File: src/sv/stids_pkg.sv
// package for the shift table block: sizes, request and result structs,
// cell control types and request codes
// no dependencies
`timescale 1ns / 1ps
`default_nettype none

package stids_pkg;

  localparam int DEPTH      = 64;
  localparam int VALUE_BITS = 32;
  localparam int CNT_W      = $clog2(DEPTH + 1);
  localparam int POS_W      = 6;
  localparam int CMP_W      = (CNT_W > POS_W) ? CNT_W : POS_W;

  localparam logic [2:0] REQ_INS_FRONT = 3'd0;
  localparam logic [2:0] REQ_APPEND    = 3'd1;
  localparam logic [2:0] REQ_INS_POS   = 3'd2;
  localparam logic [2:0] REQ_DELETE    = 3'd3;
  localparam logic [2:0] REQ_SEARCH    = 3'd4;

  localparam logic STATUS_DONE    = 1'b0;
  localparam logic STATUS_DROPPED = 1'b1;

  typedef struct packed {
    logic [2:0]         req_type;
    logic signed [31:0] value;
    logic [POS_W-1:0]   position;
  } req_t;

  typedef struct packed {
    logic       found;
    logic [6:0] count;
    logic       status;
  } rsp_t;

  typedef enum logic [1:0] {
    CM_HOLD,
    CM_LOAD,
    CM_LOWER,
    CM_UPPER
  } cell_mode_t;

  typedef struct packed {
    cell_mode_t mode;
    logic       mark;
    logic       live;
  } cell_ctl_t;

  typedef struct packed {
    logic                  ins;
    logic                  mark;
    logic                  compact;
    logic [CMP_W-1:0]      ins_pos;
    logic [VALUE_BITS-1:0] key;
    logic [CNT_W-1:0]      count;
  } table_cmd_t;

  // low VALUE_BITS bits of the request word, zero-extended when wider
  function automatic logic [VALUE_BITS-1:0] to_word(input logic [31:0] x);
    logic [63:0] w;
    w = {32'b0, x};
    return w[VALUE_BITS-1:0];
  endfunction

  // count as carried in the result field
  function automatic logic [6:0] to_count(input logic [CNT_W-1:0] c);
    logic [CNT_W+6:0] w;
    w = {7'b0, c};
    return w[6:0];
  endfunction

endpackage

`default_nettype wire

File: src/sv/stids_cell.sv
// one table cell: holds an entry and its delete mark, loads from the request
// word or from either neighbor; depends on stids_pkg
`timescale 1ns / 1ps
`default_nettype none

module stids_cell (
  input  wire logic                            clk,
  input  wire logic                            rst,
  input  wire stids_pkg::cell_ctl_t            ctl,
  input  wire logic [stids_pkg::VALUE_BITS-1:0] key,
  input  wire logic [stids_pkg::VALUE_BITS-1:0] lower_data,
  input  wire logic [stids_pkg::VALUE_BITS-1:0] upper_data,
  input  wire logic                            upper_kill,
  output logic [stids_pkg::VALUE_BITS-1:0]     data,
  output logic                                 kill,
  output logic                                 match
);
  import stids_pkg::*;

  assign match = (data == key);

  always_ff @(posedge clk) begin
    case (ctl.mode)
      CM_LOAD:  data <= key;
      CM_LOWER: data <= lower_data;
      CM_UPPER: data <= upper_data;
      default:  data <= data;
    endcase
  end

  always_ff @(posedge clk) begin
    if (rst) begin
      kill <= 1'b0;
    end else if (ctl.mark) begin
      kill <= match & ctl.live;
    end else if (ctl.mode == CM_UPPER) begin
      kill <= upper_kill;
    end
  end

endmodule

`default_nettype wire

File: config.mk
export PLATFORM = sky130hd
export DESIGN_NAME = stids_cell
export DESIGN_NICKNAME = d
export VERILOG_FILES = /design/src/sv/stids_pkg.sv /design/src/sv/stids_cell.sv
export SDC_FILE = /design/constraint.sdc
export NUM_CORES = 1
export LEC_CHECK = 0
export BUFFER_PORTS_ARGS = -buffer_cell sky130_fd_sc_hd__buf_2
export CORE_MARGIN = 2
export CORE_UTILIZATION = 38
export DETAILED_ROUTE_END_ITERATION = 10
export GPL_TIMING_DRIVEN = 1
export PLACE_DENSITY = 0.77
export RECOVER_POWER = 100
export SLEW_MARGIN = 20
export SYNTH_ARGS = -nofsm -noshare
export SYNTH_HDL_FRONTEND = slang
export SYNTH_SLANG_ARGS = --single-unit
File: constraint.sdc
create_clock -name clk -period 1.4 [get_ports clk]
set_input_delay 0.14 -clock clk [delete_from_list [all_inputs] [get_ports clk]]
set_output_delay 0.14 -clock clk [all_outputs]
set_load 0.005 [all_outputs]
==> summary.md <==
| Metric | Value |
|---|---|
| Status | finished with violations |
| Failing checks | negative setup slack |
| Die H | just under 80 µm |
| Switching Share | 26.1% |
| Starting Density | 39.7% |
| Via-to-Cell Ratio | 4.75 |
| 1st-pass router iterations | 4 |
| Vias in the first global route | roughly 1900 |
| Mux cell area share after synthesis | 16.1% |
| Largest net degree at the start of global routing | 39 |
| Critical Path AT | between 1500 and 2000 ps |
| Syn. warnings | 0 |
| Via Count | around 1900 |
| Yosys reg bits | 33 |
| Post-CTS Hold Buffers | 0 |
| CTS Root Cell | clkbuf_8 |
| Combinational power share | 22.9% |
| Storage cell area | ~980 µm² |
| Clock network power share | between 30 and 40% |
| Routed Wire Length | 5700 µm |
| Leak | around 1.4 nW |
| Distinct cells, synth | 18 |
| Area of the multi-input gates | around 1000 µm² |
| CP max-delay cell | edfxtp_1 |
| Routed Antenna Nets | 0 |
| Synth Flop Type | edfxtp_1 |
| Synthesized instance count | 189 |
| Pwr per Cell Area | 977 nW/µm² |
| I/O pin cnt | approximately 140 |
| CP Capture Type | output pin |
| MaxCap Viol Count | 0 |
| Number of CTS-inserted buffers | 5 |
| Mapped Nets | about 290 |
| Post-synthesis adder-cell area fraction | 0% |
| Slew headroom | between 50% and 60% |
| Final Hold Viols | 0 |
| Number of flops mapped to enable cells by yosys | 32 |
| Finished Core Util | 57.1% |
| Async SR Flop Fraction | 0% |
| H-tree levels | 2 |
| Final net count | roughly 430 |
| Die ar. | 6000 µm² |
| Synth Area in Compound Gates | between 8 and 9% |
| Clock skew | roughly 7.3 ps |
| Fin worst setup slack | -460 ps |
| DP Cell Count | a little under 400 |
| Worst-Skew Late Latency | around 280 ps |
| CTS max path bufs | 2 |
| Mean post-synth cell area | roughly 11 µm² |
| Share of layout cells above drive strength 1 | between 40% and 50% |
| XOR/XNOR share of the synthesized area | between 10% and 20% |
| Post-synthesis sequential area ratio | between 40% and 50% |
| Fmax | around 0.54 GHz |
| Pins Over Slew Limit | 0 |
| Setup violators final | 2 |
| Clock sinks | 33 |
| First-pass GRT wire length | between 8000 and 9000 µm |
| Detail Placement HPWL | between 4000 and 5000 µm |
| Fill count | 476 |
| Grt total ovfl | 0 |
| TritonCTS clock tree | built |
| # diodes | 0 |
| VDD IR-drop max | approximately 0.00051 V |
| PortBufs | roughly 140 |
| Startpoint types | flop |
| Die W | 77.5 µm |
| Crit path cell chain | xor2_1 > nor4_1 > nand4_1 > nor2_1 > buf_2 |
| Non-filler cells in the finished layout | roughly 400 |
| Core Footprint | 5170 µm² |
| Violation count after the first detailed-routing iteration | 57 |
| RePlAce Congestion | between 0.7 and 0.8 |
| Largest family of logic cells by synthesized area | multiplexers |
| Synth-to-Final Area Change | 44.0% |
| Routed length per instance | approximately 14 µm |
| Largest delay share family, worst path | simple AND/OR/NAND/NOR gates |
| GRT Overall Usage | a little under a fifth |
| Cell area after synthesis | between 2000 and 2500 µm² |
| Sw power | 0.753 mW |
| # rows | 26 |
| Least-Margin Pin Slew | around 750 ps |
| RSZ-0062 raised after global routing | true |
| CP required | 1260 ps |
| Fin crit share | 133% |
| Residual DRC | 0 |
| Crit path buf inv count | 1 |
| Simple-gate share of the synthesized area | a little under an eighth |
| Crit path kind | flop to output pin |
| Sequential Power Share | 44.8% |
| Final min period | roughly 1900 ps |
| Crit-path max FO | 2 |
| Final Power | 2.89 mW |
| Max incr delay on CP | roughly 410 ps |
| Cell Int Power | between 2 and 2.5 mW |
| Worst min-delay path class | primary input to flop |
| Worst-path clk slew | roughly 70 ps |
| Initial antenna violation count | 0 |
-- cells in the mapped netlist (2+ instances only) --
cell type / n / area, µm²
buf_2: 3 / 15.0
edfxtp_1: 32 / 961
xor2_1: 32 / 280
clkbuf_1: 4 / 15.0
buf_1: 2 / 7.51
a21oi_1: 32 / 160
buf_4: 2 / 15.0
nor4_2: 4 / 50.1
nand4_1: 2 / 12.5
mux2i_1: 33 / 330
nor4_1: 4 / 25.0
nor2_1: 33 / 124
-- cells in the final DEF (no fill, tap or decap), types with 2 or more instances in the layout --
| master | n |
|---|---|
| a21oi_1 | 32 |
| buf_2 | 120 |
| buf_4 | 2 |
| clkbuf_1 | 17 |
| clkbuf_2 | 2 |
| clkbuf_4 | 5 |
| clkbuf_8 | 6 |
| edfxtp_1 | 32 |
| mux2i_1 | 33 |
| nand4_1 | 2 |
| nor2_1 | 33 |
| nor4_1 | 4 |
| nor4_2 | 4 |
| xor2_1 | 32 |
-- stage by stage --
stage / hold slack [ps] / cell area [µm²] / TNS, ps / setup WS, ps
finish: 204 / 2960 / -687 / -460
global route: 211 / 2960 / -934 / -565
CTS: 153 / 2970 / -707 / -482
detailed placement: 453 / 2850 / -363 / -205
global placement: 466 / 2850 / -321 / -211
floorplan: 316 / 2050 / 0 / 124
-- power groups by stage --
| stage | clock network [mW] | registers [mW] | logic [mW] |
|---|---|---|---|
| after global routing | 0.983 | 1.31 | 0.732 |
| final | 0.934 | 1.29 | 0.660 |
| after detailed placement | 0 | 1.31 | 0.687 |
| after global placement | 0 | 1.30 | 0.678 |
| after CTS | 0.947 | 1.29 | 0.690 |
| after floorplan | 0 | 1.32 | 0.298 |
-- worst register-to-register path, stage by stage, from the launching register on --
cell      delay, ps
edfxtp_1        400
xor2_1          170
nor4_2          350
nand4_1         220
buf_4           200
o31ai_4         230
-- kinds of logic (layout without fill, tap and decap cells) --
kind of cell	after synthesis	after routing
xor+xnor	32	32
buf+inv	11	154
flops	33	33
compound gates	33	33
mux	33	33
simple gates	47	47
-- metal layers --
layer  track usage, %  routed length (µm)  share of wire [%]  vias up
met5                0                   0                  0        -
met4             4.64                  40               0.70        0
met3             4.77                 412                7.2        4
met2             35.5                3000                 53       84
met1             21.0                2240                 39      856
li1                 -                   -                  -      965
-- flip-flops by register name (all words and copies together), names as in the netlist --
| signal | flops |
|---|---|
| data | 32 |
| kill | 1 |
-- layout make-up --
cell class,count,area share [%]
flip-flops and latches,33,33.2
multi-input cells,145,34.8
clock buffers,7,2.92
well taps,70,2.96
clock inverters,1,1.02
repair buffers,146,25.1
-- worst paths after layout --
| path | cells past startpoint | slack (ps) | end | start |
|---|---|---|---|---|
| worst max-delay path | 5 | -460 | match | data[20] |
| worst min-delay path | 3 | 200 | data[21] | key[21] |
| worst max register to register | 5 | -230 | kill | data[31] |
| worst min register to register | 3 | 740 | kill | kill |
-- repair_timing --
action                                  CTS  global route
resized for setup                         0             1
cloned                                    0             0
pin swaps                                 4             3
endpoints found under the setup margin    2             2
setup buffers                             1             1
No activity file was read; power rests on OpenSTA's default activity.
