[config.mk]
export PLATFORM = sky130hd
export DESIGN_NAME = stids_ctrl
export DESIGN_NICKNAME = d
export VERILOG_FILES = /design/src/sv/stids_pkg.sv /design/src/sv/stids_ctrl.sv
export SDC_FILE = /design/constraint.sdc
export NUM_CORES = 1
export LEC_CHECK = 0
export BUFFER_PORTS_ARGS = -buffer_cell sky130_fd_sc_hd__buf_4
export CAP_MARGIN = 20
export CORE_MARGIN = 2
export CORE_UTILIZATION = 50
export CTS_BUF_LIST = sky130_fd_sc_hd__clkbuf_4 sky130_fd_sc_hd__clkbuf_8
export DETAILED_ROUTE_END_ITERATION = 8
export PLACE_DENSITY = 0.86
export SYNTH_ARGS = -nofsm -noshare
export SYNTH_HDL_FRONTEND = slang
export SYNTH_SLANG_ARGS = --single-unit
[constraint.sdc]
create_clock -name clk -period 6.6 [get_ports clk]
set_input_delay 0 -clock clk [delete_from_list [all_inputs] [get_ports clk]]
set_output_delay 0 -clock clk [all_outputs]
set_load 0.01 [all_outputs]
[src/sv/stids_pkg.sv]
// package for the shift table block: sizes, request and result structs,
// cell control types and request codes
// no dependencies
`timescale 1ns / 1ps
`default_nettype none

package stids_pkg;

  localparam int DEPTH      = 64;
  localparam int VALUE_BITS = 32;
  localparam int CNT_W      = $clog2(DEPTH + 1);
  localparam int POS_W      = 6;
  localparam int CMP_W      = (CNT_W > POS_W) ? CNT_W : POS_W;

  localparam logic [2:0] REQ_INS_FRONT = 3'd0;
  localparam logic [2:0] REQ_APPEND    = 3'd1;
  localparam logic [2:0] REQ_INS_POS   = 3'd2;
  localparam logic [2:0] REQ_DELETE    = 3'd3;
  localparam logic [2:0] REQ_SEARCH    = 3'd4;

  localparam logic STATUS_DONE    = 1'b0;
  localparam logic STATUS_DROPPED = 1'b1;

  typedef struct packed {
    logic [2:0]         req_type;
    logic signed [31:0] value;
    logic [POS_W-1:0]   position;
  } req_t;

  typedef struct packed {
    logic       found;
    logic [6:0] count;
    logic       status;
  } rsp_t;

  typedef enum logic [1:0] {
    CM_HOLD,
    CM_LOAD,
    CM_LOWER,
    CM_UPPER
  } cell_mode_t;

  typedef struct packed {
    cell_mode_t mode;
    logic       mark;
    logic       live;
  } cell_ctl_t;

  typedef struct packed {
    logic                  ins;
    logic                  mark;
    logic                  compact;
    logic [CMP_W-1:0]      ins_pos;
    logic [VALUE_BITS-1:0] key;
    logic [CNT_W-1:0]      count;
  } table_cmd_t;

  // low VALUE_BITS bits of the request word, zero-extended when wider
  function automatic logic [VALUE_BITS-1:0] to_word(input logic [31:0] x);
    logic [63:0] w;
    w = {32'b0, x};
    return w[VALUE_BITS-1:0];
  endfunction

  // count as carried in the result field
  function automatic logic [6:0] to_count(input logic [CNT_W-1:0] c);
    logic [CNT_W+6:0] w;
    w = {7'b0, c};
    return w[6:0];
  endfunction

endpackage

`default_nettype wire

[src/sv/stids_ctrl.sv]
// request sequencer: takes a request, drives the cell row, steps the
// compaction, keeps the fill count and holds the result; depends on stids_pkg
`timescale 1ns / 1ps
`default_nettype none

module stids_ctrl (
  input  wire logic                clk,
  input  wire logic                rst,
  input  wire logic                req_valid,
  output logic                     req_ready,
  input  wire stids_pkg::req_t     req,
  output logic                     rsp_valid,
  input  wire logic                rsp_ready,
  output stids_pkg::rsp_t          rsp,
  input  wire logic                any_match,
  input  wire logic                any_kill,
  output stids_pkg::table_cmd_t    cmd
);
  import stids_pkg::*;

  typedef enum logic [1:0] {
    ST_IDLE,
    ST_EXEC,
    ST_COMPACT,
    ST_RESULT
  } state_t;

  state_t           state;
  req_t             cur;
  logic [CNT_W-1:0] cnt;
  rsp_t             pend;

  logic             is_ins;
  logic             is_look;
  logic             full;
  logic             can_send;
  logic             rsp_load;
  logic [CNT_W-1:0] cnt_exec;
  rsp_t             exec_rsp;
  logic [CMP_W-1:0] pos_ext;
  logic [CMP_W-1:0] cnt_ext;

  assign req_ready = (state == ST_IDLE);
  assign can_send  = !rsp_valid || rsp_ready;

  assign is_ins  = (cur.req_type == REQ_INS_FRONT) || (cur.req_type == REQ_APPEND) ||
                   (cur.req_type == REQ_INS_POS);
  assign is_look = (cur.req_type == REQ_DELETE) || (cur.req_type == REQ_SEARCH);
  assign full    = (cnt == CNT_W'(DEPTH));
  assign pos_ext = CMP_W'(cur.position);
  assign cnt_ext = CMP_W'(cnt);

  always_comb begin
    cmd.ins     = (state == ST_EXEC) && is_ins && !full;
    cmd.mark    = (state == ST_EXEC) && (cur.req_type == REQ_DELETE);
    cmd.compact = (state == ST_COMPACT) && any_kill;
    cmd.key     = to_word(cur.value);
    cmd.count   = cnt;
    if (cur.req_type == REQ_INS_FRONT) begin
      cmd.ins_pos = '0;
    end else if (cur.req_type == REQ_APPEND || pos_ext >= cnt_ext) begin
      cmd.ins_pos = cnt_ext;
    end else begin
      cmd.ins_pos = pos_ext;
    end
  end

  always_comb begin
    cnt_exec        = cmd.ins ? cnt + CNT_W'(1) : cnt;
    exec_rsp.found  = is_look && any_match;
    exec_rsp.count  = to_count(cnt_exec);
    exec_rsp.status = (is_ins && full) ? STATUS_DROPPED : STATUS_DONE;
  end

  // result register loads this cycle
  always_comb begin
    case (state)
      ST_EXEC:    rsp_load = can_send && !(cur.req_type == REQ_DELETE && any_match);
      ST_COMPACT: rsp_load = can_send && !any_kill;
      ST_RESULT:  rsp_load = can_send;
      default:    rsp_load = 1'b0;
    endcase
  end

  always_ff @(posedge clk) begin
    if (rst) begin
      state     <= ST_IDLE;
      cnt       <= '0;
      rsp_valid <= 1'b0;
    end else begin
      rsp_valid <= rsp_load || (rsp_valid && !rsp_ready);
      case (state)
        ST_IDLE: begin
          if (req_valid) begin
            cur   <= req;
            state <= ST_EXEC;
          end
        end
        ST_EXEC: begin
          cnt  <= cnt_exec;
          pend <= exec_rsp;
          if (cur.req_type == REQ_DELETE && any_match) begin
            state <= ST_COMPACT;
          end else if (can_send) begin
            rsp       <= exec_rsp;
            state     <= ST_IDLE;
          end else begin
            state <= ST_RESULT;
          end
        end
        ST_COMPACT: begin
          if (any_kill) begin
            cnt <= cnt - CNT_W'(1);
          end else if (can_send) begin
            rsp        <= '{found: pend.found, count: to_count(cnt), status: pend.status};
            state      <= ST_IDLE;
          end else begin
            pend.count <= to_count(cnt);
            state      <= ST_RESULT;
          end
        end
        ST_RESULT: begin
          if (can_send) begin
            rsp       <= pend;
            state     <= ST_IDLE;
          end
        end
        default: begin
          state <= ST_IDLE;
        end
      endcase
    end
  end

  a_cnt_bound: assert property (@(posedge clk) disable iff (rst)
    cnt <= CNT_W'(DEPTH))
    else $error("fill count above depth");

  a_accept_exec: assert property (@(posedge clk) disable iff (rst)
    (req_valid && req_ready) |=> (state == ST_EXEC))
    else $error("transfer did not start execution");

  a_compact_step: assert property (@(posedge clk) disable iff (rst)
    (state == ST_COMPACT && any_kill) |=> (cnt == $past(cnt) - CNT_W'(1)))
    else $error("compaction step did not drop count");

  a_full_drop: assert property (@(posedge clk) disable iff (rst)
    (state == ST_EXEC && is_ins && full) |=> (cnt == $past(cnt)))
    else $error("insert into full table changed count");

endmodule

`default_nettype wire

==> impl_metrics.json, run 1 <==
{
  "final_area_sq_um": 4620,
  "met1_usage_pct": 27.9,
  "vias": 2662,
  "synth.net_count": 347,
  "regArea_sq_um": 1970,
  "max_slew_margin_pct": 39.9,
  "routabilityCongestion": 0.889,
  "synth_area_per_cell_sq_um": 11.7,
  "cts_tree": "built",
  "dp_cells": 430,
  "chipHeight_microns": 86.2,
  "routed_wl_microns": 8420,
  "row_count": 29,
  "layout_setup_ws_ns": 3.87,
  "coreArea_sq_um": 6460,
  "rsz0062_at_grt": "false",
  "layout_commonest_cell": "buf_4",
  "hold_viol": 0,
  "hpwlAfterDp_microns": 5280,
  "drc": 0,
  "syn2layout_area_growth_pct": 36.8,
  "most-common-layout-cells": "buf_4 (107), edfxtp_1 (59), dlygate4sd3_1 (43), nor2_1 (25), nand2_1 (16)",
  "grt_pass1_wl_microns": 12900,
  "hold_class": "input pin to flop",
  "detail_route.first_pass.iterations": 5,
  "clock-sinks": 69,
  "postLayoutCoreUtil_pct": 71.6,
  "grt_busiest_layer": "met2",
  "ys_ff_latch": 69,
  "synthCells": 288,
  "nNetsFinal": 467,
  "clockBufferDepth": 2,
  "crit_path_start_kind": "flop",
  "dieArea_sq_um": 7430,
  "report.final.slew_viol_count": 0,
  "syn_area_sq_um": 3380,
  "multi_input_area_sq_um": 1080,
  "irDropWorstVdd_uv": 157,
  "yosys_most_used_dff": "edfxtp_1",
  "synth_warnings": 0,
  "synth_cell_types": 48,
  "period_needed_ns": 2.73,
  "cap_violations": 0,
  "instances_no_fill": 489,
  "cellLeakagePower_uw": 0.00188,
  "drtIter0Drc": 247,
  "grt_use_total_pct": 23.0,
  "portBuffers": 106,
  "die-width_microns": 86.2,
  "cts_resized": 0,
  "post_cts_buffers": 0,
  "wl_per_cell_microns": 17.2,
  "pre_cts_ws_ns": 3.60,
  "place_area_sq_um": 4000,
  "powerDensity_nw_per_um2": 214,
  "ys_seq_area_share_pct": 58.3,
  "setup_viol": 0,
  "cts-htree-levels": 3,
  "initial_utilization_pct": 52.3,
  "fillerInstances": 455,
  "drive_gt1_share_pct": 32.0,
  "crit_arrival_ns": 2.73,
  "fin_crit_sh_pct": 41.4,
  "grt_max_degree": 42,
  "pin_count": 107,
  "antenna_found_initial": 0,
  "status": "complete, no violations",
  "clk_pin_slew_ns": 0.08,
  "path_class": "flop to output port",
  "end_kind": "output port",
  "cp_max_fo": 9,
  "cts_root_buf": "clkbuf_8",
  "clkLatencyLatePin_ns": 0.33,
  "final.setup.tns_ns": 0,
  "grt_pass1_vias": 2600,
  "fin_skew_ns": 0.0126,
  "diodes": 0,
  "grt_overflow_total": 0,
  "ant_nets": 0,
  "tightest_slew_ns": 0.902,
  "worstPathRequired_ns": 6.60,
  "grt_use_met2_pct": 40.8,
  "synth_edf_count": 59,
  "cts_inserted_buffers": 9,
  "via_per_inst": 5.44,
  "async_reset_ff_share_pct": 0,
  "fmax_mhz": 366,
  "met3_usage_pct": 4.48
}
registers in the layout, indices dropped and copies added, names as in the netlist:
signal,cells
cnt,7
rsp,9
cmd,32
pend,9
rsp_valid,1
state,2
cur,9
metrics by stage:
stage                     hold slack, ns  total power [uW]
final                             0.0780               988
after global routing              0.0941              1020
after CTS                         0.0849               986
after detailed placement           0.179               637
after global placement             0.178               633
after floorplan                   0.0721               586
metal layers:
layer | share of wire [%] | wire (microns) | vias to the layer above
met1 | 37 | 3120 | 1248
met5 | 0 | 0 | -
met4 | 2.1 | 177 | 0
li1 | - | - | 1248
met2 | 53 | 4480 | 150
met3 | 7.6 | 636 | 16
synth_stat cells (2+ instances only):
| cell type | count | area share, % |
|---|---|---|
| a21o_1 | 2 | 0.44 |
| a21oi_1 | 15 | 2.2 |
| a221o_1 | 4 | 1.2 |
| and3_1 | 2 | 0.37 |
| buf_1 | 3 | 0.33 |
| buf_2 | 4 | 0.59 |
| buf_4 | 32 | 7.1 |
| clkbuf_1 | 3 | 0.33 |
| dfxtp_1 | 10 | 5.9 |
| edfxtp_1 | 59 | 52 |
| ha_1 | 12 | 4.4 |
| inv_1 | 14 | 1.6 |
| mux2_2 | 2 | 0.67 |
| mux2i_1 | 6 | 1.8 |
| nand2_1 | 16 | 1.8 |
| nand2b_1 | 2 | 0.37 |
| nand3_1 | 7 | 1.0 |
| nand3b_1 | 2 | 0.44 |
| nor2_1 | 25 | 2.8 |
| nor2b_1 | 5 | 0.93 |
| nor3_1 | 7 | 1.0 |
| nor3b_1 | 2 | 0.44 |
| nor4_1 | 4 | 0.74 |
| o21ai_0 | 12 | 1.8 |
| o21bai_1 | 2 | 0.44 |
| o221ai_1 | 2 | 0.52 |
| o31ai_1 | 2 | 0.44 |
| or3_1 | 4 | 0.74 |
| xnor2_1 | 9 | 2.3 |
layout make-up:
type | instances | share of cell area (%)
sequential | 69 | 42.6
clock buffer | 9 | 2.68
tap | 77 | 2.08
timing repair buffer | 151 | 26.8
inverter | 14 | 1.14
clock inverter | 6 | 1.38
multi-input combinational | 163 | 23.3
critical path, cell delays in order (launching register included):
cell	delay (ns)
dfxtp_1	0.54
inv_1	0.21
ha_1	0.36
a21oi_1	0.14
o21ai_0	0.15
a21oi_2	0.44
mux2i_1	0.32
nor2_1	0.07
buf_4	0.18
where the power goes:
| group | total, uW | internal [uW] | leakage, uW | switching [uW] |
|---|---|---|---|---|
| sequential | 510 | 497 | 0.000631 | 13.3 |
| clock | 336 | 173 | 0.0000931 | 163 |
| combinational | 143 | 76.2 | 0.00116 | 66.4 |
| total | 988 | 746 | 0.00188 | 243 |
path summary, 6_finish.rpt:
| path | end | from | slack (ns) | cells after the start |
|---|---|---|---|---|
| worst max-delay path | cmd[40] | cnt[2]$_SDFFE_PP0P_ | 3.87 | 8 |
| worst min-delay path | pend[8]$_DFFE_PP_ | any_match | 0.08 | 2 |
| worst max register to register | rsp[6]$_DFFE_PP_ | state[0]$_SDFFE_PP0P_ | 3.92 | 8 |
| worst min register to register | rsp_valid$_SDFF_PP0_ | rsp_valid$_SDFF_PP0_ | 0.54 | 2 |
cell families after synthesis:
logic type	Yosys count	synth area share [%]
buffers and inverters	56	9.92
adders and majority gates	12	4.44
and+or+nand+nor	85	13.0
DFF	69	58.3
AOI/OAI and AO/OA	49	9.52
xor gates and xnor gates	9	2.33
muxes	8	2.44
repair_timing:
action / in CTS / in global routing
hold buffers: 43 / 0
endpoints found under the setup margin: 0 / 0
endpoints found under the hold margin: 51 / 0
No activity file was read; power rests on OpenSTA's default activity.
==> run 2: changes to the inputs <==
clock period = 2.56 ns   (was 6.6 ns; I/O delays follow)
==> impl_metrics.json, run 2 (same netlist as run 1, synthesis figures left out) <==
{
  "status": "complete, no violations",
  "cts-htree-levels": 3,
  "initial_utilization_pct": 52.3,
  "grt_overflow_total": 0,
  "r2r_cells": 7,
  "drtIter0Drc": 240,
  "nNetsFinal": 473,
  "met3_usage_pct": 5.71,
  "place_area_sq_um": 4060,
  "fin_skew_ns": 0.0259,
  "fmax_mhz": 404,
  "min_path_cells": 2,
  "clock-sinks": 69,
  "hold_slack_ns": 0.0955,
  "drive_gt1_share_pct": 34.0,
  "diodes": 0,
  "ant_nets": 0,
  "antenna_found_initial": 0,
  "cts_tree": "built",
  "r2r_slack_ns": 0.22,
  "clk_pin_slew_ns": 0.08,
  "cts_inserted_buffers": 9,
  "grt_use_total_pct": 25.8,
  "crit_arrival_ns": 2.48,
  "period_needed_ns": 2.48,
  "worstPathCellList": "ha_1 > nor2b_1 > o21ai_0 > a21oi_4 > mux2i_1 > nor2_1 > buf_4",
  "die-width_microns": 86.2,
  "layout_setup_ws_ns": 0.0834,
  "pre_cts_ws_ns": 0.280,
  "grt_pass1_vias": 2765,
  "portBuffers": 106,
  "drc": 0,
  "vias": 2695,
  "grt_max_degree": 42,
  "via_per_inst": 5.44,
  "slowest_stage": "dfxtp_1",
  "min_from": "any_match",
  "syn2layout_area_growth_pct": 38.8,
  "holdPathEnd": "pend[8]$_DFFE_PP_",
  "hold_viol": 0,
  "most-common-layout-cells": "buf_4 (114), edfxtp_1 (59), dlygate4sd3_1 (43), nor2_1 (25), nand2_1 (16)",
  "cts_root_buf": "clkbuf_8",
  "grt_pass1_wl_microns": 14200,
  "clockBufferDepth": 2,
  "pin_count": 107,
  "chipHeight_microns": 86.2,
  "tightest_slew_ns": 0.684,
  "cp_max_fo": 10,
  "setup_viol": 0,
  "row_count": 29,
  "fin_crit_sh_pct": 96.7,
  "detail_route.first_pass.iterations": 5,
  "path_class": "flop to output port",
  "hold_class": "input pin to flop",
  "irDropWorstVdd_uv": 444,
  "worstPathRequired_ns": 2.56,
  "crit_path_start_kind": "flop",
  "fin_total_pwr_uw": 2590,
  "dieArea_sq_um": 7430,
  "met1_usage_pct": 30.2,
  "coreArea_sq_um": 6460,
  "grt_use_met2_pct": 43.4,
  "report.final.slew_viol_count": 0,
  "max_slew_margin_pct": 54.1,
  "grt_busiest_layer": "met2",
  "r2r_start": "cnt[0]$_SDFFE_PP0P_",
  "end_kind": "output port",
  "routabilityCongestion": 0.919,
  "powerDensity_nw_per_um2": 552,
  "clkLatencyLatePin_ns": 0.36,
  "cellLeakagePower_uw": 0.00191,
  "routed_wl_microns": 9290,
  "wl_per_cell_microns": 18.8,
  "final_area_sq_um": 4690,
  "largest_reg_flops": 32,
  "hpwlAfterDp_microns": 5670,
  "cap_violations": 0,
  "cpPeakStageDelay_ns": 0.57,
  "post_cts_buffers": 0,
  "layout_commonest_cell": "buf_4",
  "rr_endpoint": "rsp[2]$_DFFE_PP_"
}
[run 2: changes by cell type in the layout (fill, tap and decap cells not counted), sizes merged]
| cell | previous run | this run |
|---|---|---|
| clkinvlp | 1 | 2 |
| buf | 108 | 114 |
| clkinv | 3 | 2 |
[run 2: stage by stage]
stage          cells  util, %  TNS [ns]
5_1_grt          495     72.6   -0.0352
2_1_floorplan    288        -         0
3_3_place_gp     437     62.9         0
4_1_cts          495     72.4         0
3_5_place_dp     437     62.9         0
6_report         495     72.6         0
[run 2: layout make-up]
| type | count | area (sq um) |
|---|---|---|
| fillers | 427 | 1770 |
| multi-input cells | 163 | 1090 |
| clock inverters | 6 | 63.8 |
| inverters | 14 | 52.6 |
| flip-flops and latches | 69 | 1980 |
| repair buffers | 157 | 1290 |
| clock buffers | 9 | 124 |
| well taps | 77 | 96.3 |
[run 2: timing repair]
action | CTS | global route
hold endpoints to repair | 51 | 0
setup endpoints to repair | 0 | 6
hold buffers | 43 | 0
resized for setup | 0 | 4
[run 2: worst max path at each step]
| stage | from | end | slack (ns) | cells after the start |
|---|---|---|---|---|
| 5_1_grt | cnt[0]$_SDFFE_PP0P_ | cmd[42] | -0.04 | 7 |
| 4_1_cts | cnt[3]$_SDFFE_PP0P_ | cmd[43] | 0.03 | 8 |
| 2_1_floorplan | state[0]$_SDFFE_PP0P_ | rsp[0]$_DFFE_PP_ | 0.21 | 8 |
| 6_report | cnt[0]$_SDFFE_PP0P_ | cmd[42] | 0.08 | 7 |
| 3_3_place_gp | cnt[0]$_SDFFE_PP0P_ | rsp[1]$_DFFE_PP_ | 0.35 | 7 |
| 3_5_place_dp | cnt[0]$_SDFFE_PP0P_ | rsp[2]$_DFFE_PP_ | 0.28 | 7 |
[run 2: where the power goes]
group	switching (uW)	total (uW)	leakage (uW)	internal, uW
combinational	179	380	0.00119	201
clock	447	892	0.0000915	445
sequential	34.1	1320	0.000633	1280
total	660	2590	0.00191	1930
[run 2: critical path, delay by kind of cell, from the launching register on]
kind | cells | cell delay (ns)
adder cells (fa/ha/maj) | 1 | 0.31
AO/OA/AOI/OAI | 2 | 0.64
multiplexers | 1 | 0.25
buffers and inverters | 1 | 0.18
AND/OR/NAND/NOR | 2 | 0.17
flip-flops | 1 | 0.57
[run 2: routing by layer]
metal  vias up  routed length [microns]
met3        27                      602
met4         0                      426
li1       1259                        -
met1      1272                     3600
met2       137                     4670
met5         -                        0
==> run 3: changes to the inputs <==
ABC_AREA = 1   (was default)
PLACE_DENSITY = 0.85   (was 0.86)
==> impl_metrics.json, run 3 <==
{
  "coreArea_sq_um": 6790,
  "syn_area_sq_um": 3520,
  "final.setup.tns_ns": 0,
  "cts-htree-levels": 3,
  "row_count": 30,
  "clk_pin_slew_ns": 0.07,
  "detail_route.first_pass.iterations": 5,
  "clkLatencyLatePin_ns": 0.34,
  "dieArea_sq_um": 7720,
  "pin_count": 107,
  "most-common-layout-cells": "buf_4 (111), nand2_1 (85), edfxtp_1 (59), dlygate4sd3_1 (43), nor2_1 (32)",
  "syn2layout_area_growth_pct": 38.3,
  "synth_common_cells": "nand2_1 (85), edfxtp_1 (59), nor2_1 (33), buf_4 (32), inv_1 (25)",
  "p_seq_share_pct": 46.0,
  "drc": 0,
  "cts_tree": "built",
  "status": "complete, no violations",
  "wl_per_cell_microns": 16.2,
  "fmax_mhz": 434,
  "antenna_found_initial": 0,
  "cts_inserted_buffers": 9,
  "via_per_inst": 5.09,
  "async_reset_ff_share_pct": 0,
  "grt_max_degree": 42,
  "clock-sinks": 69,
  "cellLeakagePower_uw": 0.00211,
  "fin_total_pwr_uw": 2910,
  "crit_path_start_kind": "flop",
  "irDropWorstVdd_uv": 437,
  "ys_ff_latch": 69,
  "synth_top_area_share_pct": 50.4,
  "rsz0062_at_grt": "false",
  "synth_cell_types": 37,
  "crit_arrival_ns": 2.53,
  "report.final.slew_viol_count": 0,
  "clockPowerShare_pct": 33.4,
  "grt_use_total_pct": 24.4,
  "synth.net_count": 409,
  "grt_pass1_wl_microns": 13900,
  "synth_edf_count": 59,
  "synth_area_leaders": "edfxtp_1 (50%), nand2_1 (9.1%), buf_4 (6.8%)",
  "synth_area_per_cell_sq_um": 10.0,
  "hold_viol": 0,
  "synth_top_area_cell": "edfxtp_1",
  "fin_skew_ns": 0.00587,
  "tightest_slew_ns": 0.538,
  "drive_gt1_share_pct": 31.2,
  "vias": 2954,
  "place_area_sq_um": 4210,
  "fin_crit_sh_pct": 90.1,
  "ys_seq_area_share_pct": 56.1,
  "powerDensity_nw_per_um2": 599,
  "drtIter0Drc": 283,
  "setup_viol": 0,
  "cp_max_fo": 12,
  "final_area_sq_um": 4860,
  "worstPathRequired_ns": 2.78,
  "grt_pass1_vias": 2869,
  "internal_power_uw": 2110,
  "hpwlAfterDp_microns": 5830,
  "period_needed_ns": 2.31,
  "path_class": "flop to flop",
  "routed_wl_microns": 9390,
  "cap_violations": 0,
  "routabilityCongestion": 0.887,
  "synth.most_common_cell": "nand2_1",
  "hold_class": "input pin to flop",
  "synth_warnings": 0,
  "end_kind": "flop",
  "swShare_pct": 27.3,
  "layout_commonest_cell": "buf_4",
  "r2r_slack_ns": 0.25,
  "largest_reg_flops": 32,
  "synthCells": 350,
  "yosys_most_used_dff": "edfxtp_1",
  "initial_utilization_pct": 51.7,
  "combinationalPowerShare_pct": 20.6,
  "diodes": 0,
  "switching_power_uw": 796,
  "die-width_microns": 87.9,
  "chipHeight_microns": 87.9,
  "grt_overflow_total": 0,
  "post_cts_buffers": 0,
  "nNetsFinal": 538,
  "ant_nets": 0,
  "fillerInstances": 478,
  "max_slew_margin_pct": 64.1,
  "cts_root_buf": "clkbuf_8",
  "portBuffers": 106,
  "clockBufferDepth": 2
}
## run 3: cell count changes in the layout (fill, tap and decap cells not counted), moves of 7 or more
cell	delta
a21oi_1	-7
inv_1	+11
nand2_1	+69
nand3_1	+10
nor2_1	+7
xnor2_1	-8
## run 3: final cells by class
| class | instances | area [sq um] | share of cell area [%] |
|---|---|---|---|
| timing repair buffer | 154 | 1260 | 26.0 |
| inverter | 31 | 119 | 2.44 |
| clock inverter | 7 | 90.1 | 1.85 |
| tap | 96 | 120 | 2.47 |
| clock buffer | 9 | 124 | 2.55 |
| sequential | 69 | 1970 | 40.6 |
| multi-input combinational | 214 | 1170 | 24.1 |
## run 3: per-layer routing
layer / part of all wire, % / wire, microns / track usage [%]
met5: 0 / 0 / 0
met4: 3.0 / 282 / 10.9
met3: 5.6 / 528 / 3.58
met2: 55 / 5140 / 45.9
met1: 37 / 3440 / 27.1
## run 3: kinds of logic after synthesis
family	synth area share, %
compound gates	7.76
xor+xnor	1.49
flops	56.1
simple gates	19.5
buf+inv	10.9
fa+ha+maj	4.27
## run 3: power by group through the flow
stage	sequential (uW)	combinational (uW)	clock, uW
2_1_floorplan	1360	325	0
3_3_place_gp	1360	513	0
3_5_place_dp	1360	526	0
4_1_cts	1330	583	961
5_1_grt	1340	647	1030
6_report	1340	599	973
## run 3: metrics by stage
stage	util [%]	hold slack [ns]	setup WS [ns]	std cells
3_5_place_dp	62.0	0.179	0.512	521
3_3_place_gp	62.0	0.178	0.590	521
2_1_floorplan	-	0.0691	0.353	350
6_report	71.6	0.0273	0.254	580
4_1_cts	71.5	0.0123	0.183	580
5_1_grt	71.6	0.0334	0.0179	580
## run 3: what timing repair did
action	CTS	global route
hold buffers	43	0
gates resized for setup	0	2
endpoints found under the hold margin	42	0
endpoints found under the setup margin	0	4
## run 3: path summary, 6_finish.rpt
check                        start                    end  cells past startpoint
max reg2reg  state[0]$_SDFFE_PP0P_   rsp_valid$_SDFF_PP0_                      8
min reg2reg      pend[0]$_DFFE_PP_       rsp[0]$_DFFE_PP_                      2
min                      req_valid  state[1]$_SDFFE_PP0P_                      4
max          state[0]$_SDFFE_PP0P_   rsp_valid$_SDFF_PP0_                      8
## run 3: critical path, stage by stage, from the launching register on
cell and delay, ns:
dfxtp_1 0.33, inv_1 0.11, ha_1 0.48, nand2_1 0.31, a21oi_1 0.20, nor2_1 0.05, o21ai_0 0.06, a21oi_1 0.08
dlygate4sd3_1 0.56
